<file path="config.mk">
export PLATFORM = sky130hd
export DESIGN_NAME = preemptive_priority_scheduler
export DESIGN_NICKNAME = d
export VERILOG_FILES = /design/src/design/pps_pkg.sv /design/src/design/preemptive_priority_scheduler.sv
export SDC_FILE = /design/constraint.sdc
export NUM_CORES = 1
export LEC_CHECK = 0
export BUFFER_PORTS_ARGS = -buffer_cell sky130_fd_sc_hd__buf_2
export CAP_MARGIN = 25
export CORE_ASPECT_RATIO = 0.5
export CORE_MARGIN = 4
export CORE_UTILIZATION = 35
export CTS_CLUSTER_SIZE = 20
export DETAILED_ROUTE_END_ITERATION = 10
export PLACE_DENSITY = 0.5
export SLEW_MARGIN = 20
export SYNTH_ARGS = -nofsm -noshare
export SYNTH_HDL_FRONTEND = slang
export SYNTH_SLANG_ARGS = --single-unit
</file>
<file path="constraint.sdc">
create_clock -name i_clk -period 20.2 [get_ports i_clk]
set_input_delay 1.01 -clock i_clk [delete_from_list [all_inputs] [get_ports i_clk]]
set_output_delay 1.01 -clock i_clk [all_outputs]
set_load 0.005 [all_outputs]
</file>
<file path="src/design/pps_pkg.sv">
// Shared types and constants for the preemptive priority scheduler.
// Holds the input and result transfer structs and the task table entry.
// No dependencies.
package pps_pkg;

    localparam int unsigned DEF_MAX_TASKS = 16;
    localparam int unsigned SLOT_W        = 4;
    localparam int unsigned TIME_W        = 32;

    localparam logic [TIME_W-1:0] TIME_MAX = '1;

    // Operation codes carried in the operation field.
    localparam logic OP_LOAD = 1'b0;
    localparam logic OP_TICK = 1'b1;

    typedef struct packed {
        logic        operation;
        logic [15:0] arrival_time;
        logic [15:0] burst_time;
        logic [7:0]  task_priority;
    } t_in_item;

    typedef struct packed {
        logic [SLOT_W-1:0] slot;
        logic              idle;
        logic              rejected;
        logic              finished;
        logic [TIME_W-1:0] finish_time;
        logic [TIME_W-1:0] turnaround;
        logic [TIME_W-1:0] waiting;
        logic              all_done;
    } t_out_item;

    typedef struct packed {
        logic [15:0] arrival;
        logic [15:0] burst;
        logic [7:0]  prio;
        logic [15:0] remaining;
    } t_task_entry;

endpackage

</file>
<file path="src/design/preemptive_priority_scheduler.sv">
// Preemptive priority scheduler: task table in a memory with a single read port, scanned by a sequencer.
// Depends on pps_pkg for the transfer structs, the table entry and the op codes.
//
//  channel | direction | handshake                   | payload
//  --------+-----------+-----------------------------+-----------------------
//  in      | input     | i_in_valid / o_in_ready     | i_in_data  (t_in_item)
//  out     | output    | o_out_valid / i_out_ready   | o_out_data (t_out_item)
//
// A load goes from its transfer to S_OUT and then into the result register once the
// output register is free. A tick steps through S_SCAN, S_DRAIN, S_UPD, S_FIN and S_OUT
// (an empty table skips S_SCAN and S_DRAIN): one table entry is read per cycle through
// the single read port and goes through one shared priority comparator. The next
// transfer in can come in the cycle after the result register loads.
// Reset (i_rst_n low, synchronous) empties the table and zeroes time and counters.
// A result waiting on the out channel does not stop the next transfer in; it
// only holds the sequencer in its final state until the output register frees.
module preemptive_priority_scheduler
    import pps_pkg::*;
#(
    parameter int unsigned MAX_TASKS = DEF_MAX_TASKS
) (
    input  logic      i_clk,
    input  logic      i_rst_n,
    input  logic      i_in_valid,
    output logic      o_in_ready,
    input  t_in_item  i_in_data,
    output logic      o_out_valid,
    input  logic      i_out_ready,
    output t_out_item o_out_data
);

    localparam int unsigned IDX_W = (MAX_TASKS > 1) ? $clog2(MAX_TASKS) : 1;
    localparam int unsigned CNT_W = $clog2(MAX_TASKS + 1);
    localparam logic [CNT_W-1:0] CNT_MAX = CNT_W'(MAX_TASKS);

    localparam logic [2:0] S_IDLE  = 3'd0;
    localparam logic [2:0] S_SCAN  = 3'd1;
    localparam logic [2:0] S_DRAIN = 3'd2;
    localparam logic [2:0] S_UPD   = 3'd3;
    localparam logic [2:0] S_FIN   = 3'd4;
    localparam logic [2:0] S_OUT   = 3'd5;

    // Task table.
    t_task_entry r_mem [MAX_TASKS];
    t_task_entry r_rd;

    logic [2:0]        r_state, n_state;
    logic [CNT_W-1:0]  r_task_cnt, n_task_cnt;
    logic [CNT_W-1:0]  r_done_cnt, n_done_cnt;
    logic [TIME_W-1:0] r_time, n_time;
    logic [IDX_W-1:0]  r_idx, n_idx;
    logic              r_cmp_vld, n_cmp_vld;
    logic [IDX_W-1:0]  r_cmp_idx, n_cmp_idx;
    logic              r_found, n_found;
    logic [IDX_W-1:0]  r_best_idx, n_best_idx;
    t_task_entry       r_best, n_best;
    logic [TIME_W-1:0] r_tat, n_tat;
    logic [TIME_W-1:0] r_wait, n_wait;
    logic [SLOT_W-1:0] r_res_slot, n_res_slot;
    logic              r_res_idle, n_res_idle;
    logic              r_res_rej, n_res_rej;
    logic              r_res_fin, n_res_fin;
    logic              r_out_valid, n_out_valid;
    t_out_item         r_out, n_out;

    logic              accept;
    logic              we;
    logic [IDX_W-1:0]  waddr;
    t_task_entry       wdata;
    logic              elig;
    logic [15:0]       rem_dec;
    logic [TIME_W-1:0] time_inc;
    logic [CNT_W-1:0]  last_idx;

    assign o_in_ready  = (r_state == S_IDLE);
    assign accept      = i_in_valid && o_in_ready;
    assign o_out_valid = r_out_valid;
    assign o_out_data  = r_out;

    assign rem_dec  = r_best.remaining - 16'd1;
    assign time_inc = (r_time == TIME_MAX) ? r_time : r_time + TIME_W'(1);
    assign last_idx = r_task_cnt - CNT_W'(1);

    // Shared comparator: the entry read last cycle against the best so far.
    assign elig = (TIME_W'(r_rd.arrival) <= r_time) && (r_rd.remaining != 16'd0) &&
                  (!r_found || (r_rd.prio < r_best.prio));

    always_comb begin
        n_state     = r_state;
        n_task_cnt  = r_task_cnt;
        n_done_cnt  = r_done_cnt;
        n_time      = r_time;
        n_idx       = r_idx;
        n_cmp_vld   = 1'b0;
        n_cmp_idx   = r_idx;
        n_found     = r_found;
        n_best_idx  = r_best_idx;
        n_best      = r_best;
        n_tat       = r_tat;
        n_wait      = r_wait;
        n_res_slot  = r_res_slot;
        n_res_idle  = r_res_idle;
        n_res_rej   = r_res_rej;
        n_res_fin   = r_res_fin;
        n_out_valid = r_out_valid && !i_out_ready;
        n_out       = r_out;
        we          = 1'b0;
        waddr       = r_task_cnt[IDX_W-1:0];
        wdata       = '{arrival:   i_in_data.arrival_time,
                        burst:     i_in_data.burst_time,
                        prio:      i_in_data.task_priority,
                        remaining: i_in_data.burst_time};

        if (r_cmp_vld && elig) begin
            n_found    = 1'b1;
            n_best_idx = r_cmp_idx;
            n_best     = r_rd;
        end

        unique case (r_state)
            S_IDLE: begin
                if (accept) begin
                    n_res_idle = 1'b0;
                    n_res_fin  = 1'b0;
                    n_res_rej  = 1'b0;
                    n_res_slot = '0;
                    if (i_in_data.operation == OP_LOAD) begin
                        if ((r_task_cnt >= CNT_MAX) || (i_in_data.burst_time == 16'd0)) begin
                            n_res_rej = 1'b1;
                        end else begin
                            we         = 1'b1;
                            n_res_slot = SLOT_W'(r_task_cnt[IDX_W-1:0]);
                            n_task_cnt = r_task_cnt + CNT_W'(1);
                        end
                        n_state = S_OUT;
                    end else begin
                        n_found = 1'b0;
                        n_idx   = '0;
                        n_state = (r_task_cnt == '0) ? S_UPD : S_SCAN;
                    end
                end
            end
            S_SCAN: begin
                n_cmp_vld = 1'b1;
                n_cmp_idx = r_idx;
                if (r_idx == last_idx[IDX_W-1:0]) begin
                    n_state = S_DRAIN;
                end else begin
                    n_idx = r_idx + IDX_W'(1);
                end
            end
            S_DRAIN: begin
                n_state = S_UPD;
            end
            S_UPD: begin
                n_time = time_inc;
                n_tat  = time_inc - TIME_W'(r_best.arrival);
                if (r_found) begin
                    we              = 1'b1;
                    waddr           = r_best_idx;
                    wdata           = r_best;
                    wdata.remaining = rem_dec;
                    n_res_slot      = SLOT_W'(r_best_idx);
                    n_res_fin       = (rem_dec == 16'd0);
                    if (rem_dec == 16'd0) begin
                        n_done_cnt = r_done_cnt + CNT_W'(1);
                    end
                end else begin
                    n_res_idle = 1'b1;
                end
                n_state = S_FIN;
            end
            S_FIN: begin
                // Saturated time can leave turnaround below the burst.
                n_wait  = (r_tat >= TIME_W'(r_best.burst)) ?
                          (r_tat - TIME_W'(r_best.burst)) : '0;
                n_state = S_OUT;
            end
            S_OUT: begin
                if (!r_out_valid || i_out_ready) begin
                    n_out_valid       = 1'b1;
                    n_out.slot        = r_res_slot;
                    n_out.idle        = r_res_idle;
                    n_out.rejected    = r_res_rej;
                    n_out.finished    = r_res_fin;
                    n_out.finish_time = r_res_fin ? r_time : '0;
                    n_out.turnaround  = r_res_fin ? r_tat : '0;
                    n_out.waiting     = r_res_fin ? r_wait : '0;
                    n_out.all_done    = (r_task_cnt != '0) && (r_done_cnt == r_task_cnt);
                    n_state           = S_IDLE;
                end
            end
            default: begin
                n_state = S_IDLE;
            end
        endcase
    end

    always_ff @(posedge i_clk) begin
        if (we) begin
            r_mem[waddr] <= wdata;
        end
        r_rd <= r_mem[r_idx];
    end

    always_ff @(posedge i_clk) begin
        if (!i_rst_n) begin
            r_state     <= S_IDLE;
            r_task_cnt  <= '0;
            r_done_cnt  <= '0;
            r_time      <= '0;
            r_cmp_vld   <= 1'b0;
            r_found     <= 1'b0;
            r_out_valid <= 1'b0;
        end else begin
            r_state     <= n_state;
            r_task_cnt  <= n_task_cnt;
            r_done_cnt  <= n_done_cnt;
            r_time      <= n_time;
            r_cmp_vld   <= n_cmp_vld;
            r_found     <= n_found;
            r_out_valid <= n_out_valid;
        end
    end

    always_ff @(posedge i_clk) begin
        r_idx      <= n_idx;
        r_cmp_idx  <= n_cmp_idx;
        r_best_idx <= n_best_idx;
        r_best     <= n_best;
        r_tat      <= n_tat;
        r_wait     <= n_wait;
        r_res_slot <= n_res_slot;
        r_res_idle <= n_res_idle;
        r_res_rej  <= n_res_rej;
        r_res_fin  <= n_res_fin;
        r_out      <= n_out;
    end

    a_done_le_tasks: assert property (@(posedge i_clk) disable iff (!i_rst_n)
        r_done_cnt <= r_task_cnt)
        else $error("finished count exceeds loaded count");

    a_cmp_in_scan: assert property (@(posedge i_clk) disable iff (!i_rst_n)
        r_cmp_vld |-> (r_state == S_DRAIN) || (r_state == S_SCAN))
        else $error("comparator active outside the table scan");

    a_best_loaded: assert property (@(posedge i_clk) disable iff (!i_rst_n)
        r_found |-> (CNT_W'(r_best_idx) < r_task_cnt))
        else $error("selected slot lies beyond the loaded tasks");

    a_result_kind: assert property (@(posedge i_clk) disable iff (!i_rst_n)
        o_out_valid && o_out_data.finished |-> !o_out_data.idle && !o_out_data.rejected)
        else $error("finished result also flagged idle or rejected");

    a_time_steps: assert property (@(posedge i_clk) disable iff (!i_rst_n)
        (r_state == S_UPD) |=> (r_time == $past(time_inc)))
        else $error("time did not advance on a tick");

endmodule
</file>
==> results.md <==
- Status: completed
- Wire length on met1: 57.6 mm
- Layout cells sized above 1: 24.5%
- Global-route wire length before repair: 187 mm
- Post-route cell area: 0.0572 mm2
- Post-layout min period: 5.33 ns
- Adder-Cell Fraction of Synth Area: 1.66%
- Post-synthesis async set-or-reset flop share: 0%
- Largest net degree at the start of global routing: 101
- CTS Buf Count: 114
- Via count: 25,600
- Initial Utilization: 35.5%
- Placed Area: 0.0534 mm2
- Buf+Inv Stages, Crit Path: 0
- DRT iter0 DRCs: 2,335
- Worst-Skew Late Latency: 0.74 ns
- Hold_sp: r_cmp_idx[1]
- Synth Area in Compound Gates: 3.10%
- Port bufs: 150
- Num rows: 97
- WL final: 129 mm
- Hold Path Sink: r_best_idx[1]
- Number of synthesized register bits: 1,243
- Cell variety after synth: 78
- Synth Instances: 2,732
- Hold_ws: 0.404 ns
- Vias in the first global route: 26,400
- Hold buffers post-CTS: 0
- Max-slew violations: 0
- Final hold vios: 0
- F_max: 187 MHz
- RePlAce Congestion: 0.827
- Largest delay share family, worst path: compound AO/OA/AOI/OAI gates
- Max incr delay on CP: 0.66 ns
- Yosys top cell area share: 68.2%
- Drt wl/cell: 26.0 um
- Ys Warns: 0
- Worst VDD drop: 0.0728 mV
- CTS H-tree lvls: 3
- Max Cap Viol: 0
- Leak: 18.7 nW
- CTS Buffer Depth: 3
- Number of gates resized after cts: 0
- Post-synthesis net count: 2,842
- Area added between synthesis and finish: 14.4%
- # DRC: 0
- Die width: 542 um
- Crit path capture type: register
- # Post-CTS Setup Buffers: 0
- FF-to-FF Start: r_time[0]
- Die Ht: 275 um
- Avg Cell Area, Syn: 18.3 um2
- Main combinational cell family by area after synthesis: multiplexers
- Worst slew pin tran: 1.09 ns
- Final setup vio count: 0
- Antenna violations before repair: 12
- CP arrival: 5.77 ns
- Worst-path fanout max: 8
- CTS tree: built
- Synth Area in XOR/XNOR: 2.24%
- Cell Chain, Critical Path: ha_1 -> nand3_1 -> nor4_2 -> nand2_1 -> o21ai_0 -> ha_1 -> nor2b_1 -> o31a_1 -> o21a_1 -> o311ai_0 -> nor2_1 -> o311ai_0 -> a22oi_1 -> nor4_1 -> nand2_1
- Final period util: 26.4%
- Sequential area share after synthesis: 72.5%
- Ant diodes: 0
- IO Pins: 151
- Relative slew margins: 26.8%
- Hold Crit Class: register to register
- Setup Skew: 0.0487 ns
- EDFF count, synth: 1,135
- Most numerous cell in the Yosys netlist: edfxtp_1
- FF-to-FF setup slack: 14.87 ns
- Post-Syn Area: 0.0500 mm2
- Met3 WL: 6.41 mm
- Top post-synthesis cells by area: edfxtp_1, mux4_2, dfxtp_1, xnor2_1, and2_1
- Vias per inst: 5.18
- Clock-pin slew on the worst setup and hold paths: 0.06 ns
- Pre-antenna DRT Iters: 7
- PwrDens: 110 mW/mm2
- Slowest cell on crit path: o311ai_0
- Fill count: 12,600
- Required time of the worst setup path: 20.64 ns
- Routed Antenna Nets: 0
- Total grt overflow: 0
- Critical path type: register to register
- CTS Sinks: 1,243
- R2R cell count: 15
- Core area: 0.141 mm2
- R2r endpoint: r_tat[25]
- Post-DP HPWL: 76.9 mm
- Total track usage: 17.2%
- Highest routed layer: met4
- Total length of routed met2 wires: 61.9 mm
- Die area: 0.149 mm2
- Total negative setup slack: 0 ns
- Mux cell area share after synthesis: 12.8%
- Synth cell count leaders: edfxtp_1, mux4_2, and2_1, nand2_1, dfxtp_1
- Synth Flop Type: edfxtp_1
- Root buf cell: clkbuf_16
- RSZ-0062 raised after global routing: false
- Type of origin of the critical path: register
- Area leader, netlist: edfxtp_1
- Hold path depth: 0
- Number of nets in the layout: 3,077
- Synth Area in Simple Gates: 5.93%
## cells in the final DEF (no fill, tap or decap), types with 10 or more instances in the layout
master / instances
nor3_1: 33
a21o_1: 24
clkbuf_8: 10
and2_1: 128
xor2_1: 33
clkinv_1: 11
o21ai_0: 84
mux4_2: 280
nand3_1: 32
ha_1: 63
dfxtp_1: 108
nand2b_1: 14
xnor2_1: 95
nor2_4: 16
or3_1: 18
nor2b_1: 11
nand2_1: 128
inv_1: 75
buf_2: 150
nand4_1: 23
nor2_1: 82
clkbuf_16: 117
buf_4: 92
nor4_1: 21
edfxtp_1: 1135
a21oi_1: 36
a21boi_0: 11
clkbuf_1: 39
clkinv_2: 20
## worst max path at each step
stage	cells after the start	startpoint	end	slack (ns)
3_5_place_dp	15	r_time[0]	r_tat[25]	14.92
6_report	15	r_time[0]	r_tat[25]	14.87
5_1_grt	15	r_time[0]	r_tat[21]	14.39
3_3_place_gp	15	r_time[0]	r_tat[25]	15.04
2_1_floorplan	11	r_time[9]	r_best[0]	13.12
4_1_cts	15	r_time[0]	r_tat[25]	14.90
## routing by layer
metal  GRT usage [%]  vias up
met5               0        -
met2            28.3      641
met3            2.83      164
met1            24.0    13500
li1                -    11300
met4            4.38        0
## layout make-up
class	count	area (um2)	share of cell area (%)
Inverter	76	285	0.499
Sequential cell	1243	36200	63.4
Multi-Input combinational cell	1284	13000	22.7
Clock inverter	50	533	0.932
Clock buffer	166	3210	5.62
Timing Repair Buffer	248	1550	2.71
Tap cell	1881	2350	4.12
## power by group
part | leakage, nW | switching (W) | internal [W]
Sequential | 11.1 | 0.0000889 | 0.00298
Clock | 1.82 | 0.000967 | 0.00121
Combinational | 5.79 | 0.000541 | 0.000502
## cell families after synthesis
group / after synthesis
xor+xnor: 128
flops: 1243
compound gates: 239
mux: 287
buf+inv: 205
simple gates: 565
fa+ha+maj: 65
## registers in the layout, indices dropped and copies added, names as in the netlist, 32 cells and up
register    flops
r_mem         896
r_best         56
r_time         32
r_wait         32
o_out_data    104
r_rd           56
r_tat          32
## metrics by stage
| stage | cells | power (W) | utilization [%] | setup slack, ns |
|---|---|---|---|---|
| 2_1_floorplan | 2732 | 0.00384 | - | 13.12 |
| 3_3_place_gp | 4726 | 0.00417 | 37.9 | 15.04 |
| 3_5_place_dp | 4729 | 0.00418 | 37.9 | 14.92 |
| 4_1_cts | 4945 | 0.00636 | 40.6 | 14.90 |
| 5_1_grt | 4948 | 0.00655 | 40.6 | 14.39 |
| 6_report | 4948 | 0.00629 | 40.6 | 14.87 |
Power figures use the tool's default switching activity.
